===== src/rtl/weighted_histogram_accumulator_defines.svh =====
// Assertion macros for the weighted histogram accumulator.
// Included by the top level; expects a clock named clk and a reset named rst.
`ifndef WEIGHTED_HISTOGRAM_ACCUMULATOR_DEFINES_SVH
`define WEIGHTED_HISTOGRAM_ACCUMULATOR_DEFINES_SVH

// Same-cycle implication, checked outside reset.
`define WHA_ASSERT_NOW(lbl, ante, cons, msg) \
  lbl: assert property (@(posedge clk) disable iff (rst) (ante) |-> (cons)) else $error(msg);

// Next-cycle implication, checked outside reset.
`define WHA_ASSERT_NEXT(lbl, ante, cons, msg) \
  lbl: assert property (@(posedge clk) disable iff (rst) (ante) |=> (cons)) else $error(msg);

`endif


===== src/rtl/wha_ram.sv =====
// Generic simple dual-port RAM: one write port, one read port, registered read.
// No dependencies.
module wha_ram #(
  parameter int WIDTH = 64,
  parameter int DEPTH = 64,
  parameter int AW    = (DEPTH > 1) ? $clog2(DEPTH) : 1
) (
  input  logic             clk,
  input  logic             we,
  input  logic [AW-1:0]    waddr,
  input  logic [WIDTH-1:0] wdata,
  input  logic [AW-1:0]    raddr,
  output logic [WIDTH-1:0] rdata
);

  logic [WIDTH-1:0] mem [DEPTH];

  always_ff @(posedge clk) begin
    if (we) begin
      mem[waddr] <= wdata;
    end
    rdata <= mem[raddr];
  end

endmodule


===== config.mk =====
export PLATFORM = sky130hd
export DESIGN_NAME = wha_ram
export DESIGN_NICKNAME = d
export VERILOG_FILES = /design/src/rtl/weighted_histogram_accumulator_defines.svh /design/src/rtl/wha_ram.sv
export SDC_FILE = /design/constraint.sdc
export NUM_CORES = 2
export LEC_CHECK = 0
export BUFFER_PORTS_ARGS = -buffer_cell sky130_fd_sc_hd__buf_4
export CELL_PAD_IN_SITES_DETAIL_PLACEMENT = 1
export CELL_PAD_IN_SITES_GLOBAL_PLACEMENT = 2
export CORE_ASPECT_RATIO = 2
export CORE_MARGIN = 2
export CORE_UTILIZATION = 51
export DETAILED_ROUTE_END_ITERATION = 10
export PLACE_DENSITY_LB_ADDON = 0.1
export SKIP_CTS_REPAIR_TIMING = 1
export SLEW_MARGIN = 20
export SYNTH_ARGS = -nofsm -noshare
export SYNTH_HDL_FRONTEND = slang
export SYNTH_SLANG_ARGS = --single-unit
export TNS_END_PERCENT = 30

===== constraint.sdc =====
create_clock -name clk -period 7.8 [get_ports clk]
set_input_delay 0.78 -clock clk [delete_from_list [all_inputs] [get_ports clk]]
set_output_delay 0.78 -clock clk [all_outputs]
set_load 0.01 [all_outputs]

==> summary.md <==
| Metric | Value |
|---|---|
| Worst-path cell chain | `buf_8, buf_12, buf_4, mux4_2, or3_1, a41oi_1, a211oi_1` |
| Die height | `787 um` |
| Routability Congestion | `around 0.78` |
| Clock sink total | `4160` |
| Top post-synthesis cells by area | `edfxtp_1, mux4_2, mux2i_1` |
| # DRC | `0` |
| R2r setup slk | `5470 ps` |
| H-Tree Depth | `5` |
| Root Buffer | `clkbuf_16` |
| Max Transition Viols Final | `0` |
| Worst-Margin Slew | `1200 ps` |
| Clk buf depth | `4` |
| Detail Placement HPWL | `270 mm` |
| Peak Freq | `roughly 290 MHz` |
| Core ar. | `305000 um2` |
| Status | `finished clean` |
| Power Dens Cells | `259 nW/um2` |
| Largest net degree at the start of global routing | `119` |
| Clk_lat worst skew | `930 ps` |
| Hold Crit Depth | `1` |
| Fin. Hold Viols | `0` |
| Post-synthesis sequential area ratio | `roughly four fifths` |
| Share of cells above drive strength 1 | `27.6%` |
| DP Area | `163000 um2` |
| Initial antenna violation count | `30` |
| WP buf/inv | `3` |
| Hold Startpoint | `wdata[49]` |
| Gr usage total | `31.2%` |
| CP Class | `in2reg` |
| CP Data Arrival Time | `4250 ps` |
| Post-route setup TNS | `0 ps` |
| Minimum clock period | `between 3000 and 4000 ps` |
| Slew Limit Headroom | `20.3%` |
| CTS Buf Count | `359` |
| Worst setup EP type | `register` |
| Synth area leader | `edfxtp_1` |
| Port Buffers | `141` |
| Congestion Overflow GR | `0` |
| Synthesis-stage register bit count | `4160` |
| Via density | `6.69` |
| Most common cell in the netlist | `edfxtp_1` |
| Share of the synthesized area in the top cell type | `78.7%` |
| Layout fillers | `25000` |
| Global-route wire length before repair | `about 660 mm` |
| Gate Count Post-Synth | `between 6000 and 7000` |
| Delay-heaviest family, CP | `buffers and inverters` |
| Via count | `about 76000` |
| Worst reg2reg path endpoint | `rdata[22]$_DFF_P_` |
| Unrepaired setup endpoints after global routing | `false` |
| Number of synthesized flops with an enable pin | `4096` |
| Routed len/inst | `42.6 um` |
| Worst endpoint required time | `8580 ps` |
| Top cells by count, synth | `edfxtp_1, mux4_2, buf_2, a22oi_1, clkbuf_1` |
| Vias in the first global route | `about 80000` |
| Site Rows | `287` |
| Worst IR drop on VDD | `~0.00022 V` |
| FFs w/ async S/R, synth | `0%` |
| MaxCap Viol Count | `0` |
| Reg2reg path depth | `5` |
| Critical Path Source Type | `input pin` |
| Synth cell types | `33` |
| Worst Skew | `~33 ps` |
| Mapped Avg Cell Area | `23.7 um2` |
| CTS tree | `built` |
| Antenna Nets Post-Route | `0` |
| Starting Density | `just over 50%` |
| # setup viols final | `0` |
| Design Area, Final | `between 150000 and 200000 um2` |
| Nets | `7031` |
| Iter 0 DRT Violations | `7740` |
| Net Count, Synth | `6676` |
| Area added between synthesis and finish | `11.9%` |
| Primary FF master, synth | `edfxtp_1` |
| Die Span X | `around 400 um` |
| Worst Hold Endpoint | `mem[43][49]$_DFFE_PP_` |
| Lkg Pwr | `54.2 nW` |
| Die ar. | `around 310000 um2` |
| Core Util, Final | `between 50 and 60%` |
| DRT Pass-1 Iters | `6` |
| CP max FO | `68` |
| Max stage delay cell, worst path | `a41oi_1` |
| Ports | `142` |
| Ys Warns | `0` |
| Reg clk slew, reported paths | `70 ps` |
| Netlist Area Pre-Place | `156000 um2` |
| R2R Path Start | `mem[63][22]$_DFFE_PP_` |
| Final worst path period share | `approximately 45%` |
| Final WL | `482 mm` |
| Hold Crit Class | `in2reg` |
| Peak per-stage delay on the critical path | `700 ps` |
state kept, by name, summed over array words and instances, names as in the netlist:
name	count
rdata	64
mem	4096
worst register-to-register path: cells and delay by family (launching register included):
kind / cells / cell delay [ps]
flops: 1 / 370
compound gates: 3 / 1010
mux: 2 / 780
power by group:
group	internal, mW	leakage, nW	switching [mW]
logic	0.804	11.2	1.43
registers	24.7	37.4	0.158
clock network	10.0	5.63	8.13
total	35.6	54.2	9.71
routing by layer:
| layer | vias up | track usage, % | wire, um |
|---|---|---|---|
| met5 | - | 0 | 23 |
| met3 | 857 | 4.10 | 29800 |
| met4 | 4 | 12.3 | 22300 |
| met1 | 42400 | 37.7 | 167000 |
| met2 | 3212 | 56.4 | 262000 |
| li1 | 29100 | - | - |
worst max-delay path by stage:
| stage | startpoint | end | slack, ps | cells past startpoint |
|---|---|---|---|---|
| 6_report | raddr[1] | rdata[25]$_DFF_P_ | 4320 | 7 |
| 5_1_grt | raddr[1] | rdata[25]$_DFF_P_ | 4270 | 7 |
| 4_1_cts | raddr[1] | rdata[25]$_DFF_P_ | 4340 | 7 |
| 3_5_place_dp | raddr[1] | rdata[25]$_DFF_P_ | 3330 | 7 |
| 3_3_place_gp | raddr[0] | rdata[29]$_DFF_P_ | 3050 | 8 |
| 2_1_floorplan | waddr[3] | mem[48][0]$_DFFE_PP_ | 1580 | 4 |
cell type report:
| type | count | area, um2 | share of cell area (%) |
|---|---|---|---|
| Clock inverter | 194 | 2000 | 1.14 |
| Tap cell | 4046 | 5060 | 2.89 |
| Sequential cell | 4160 | 124000 | 71.0 |
| Timing Repair Buffer | 364 | 3140 | 1.80 |
| Multi-Input combinational cell | 2049 | 30800 | 17.6 |
| Inverter | 19 | 71.3 | 0.0408 |
| Antenna cell | 9 | 22.5 | 0.0129 |
| Clock buffer | 451 | 9580 | 5.48 |
cell usage in the layout (no fill, tap or decap), types with 29 or more instances in the layout:
master	count
clkbuf_1	77
mux2i_1	135
a22o_1	88
clkinv_2	56
a22oi_1	168
or3_1	29
nand3_1	45
bufinv_16	39
mux4_2	1024
edfxtp_1	4096
clkinv_1	70
buf_4	331
nor2_4	65
a211oi_1	63
dfxtp_1	64
o22ai_1	83
clkbuf_16	368
o221ai_1	38
nand2_1	55
nor2_1	47
and3_1	64
cells by family after synthesis:
group	count (synthesis)	synth area share, %
buffers and inverters	389	1.18
flip-flops	4160	79.5
multiplexers	1159	15.6
AO/OA/AOI/OAI	504	2.48
AND/OR/NAND/NOR	386	1.24
stage by stage:
step / hold slack (ps) / cells / power, mW / setup slack, ps
finish: 376 / 11300 / 45.3 / 4320
global route: 381 / 11300 / 46.3 / 4270
CTS: 322 / 11300 / 45.6 / 4340
detailed placement: 833 / 10600 / 27.7 / 3330
global placement: 813 / 10600 / 27.6 / 3050
floorplan: 788 / 6598 / 26.4 / 1580
No activity file was read; power rests on OpenSTA's default activity.
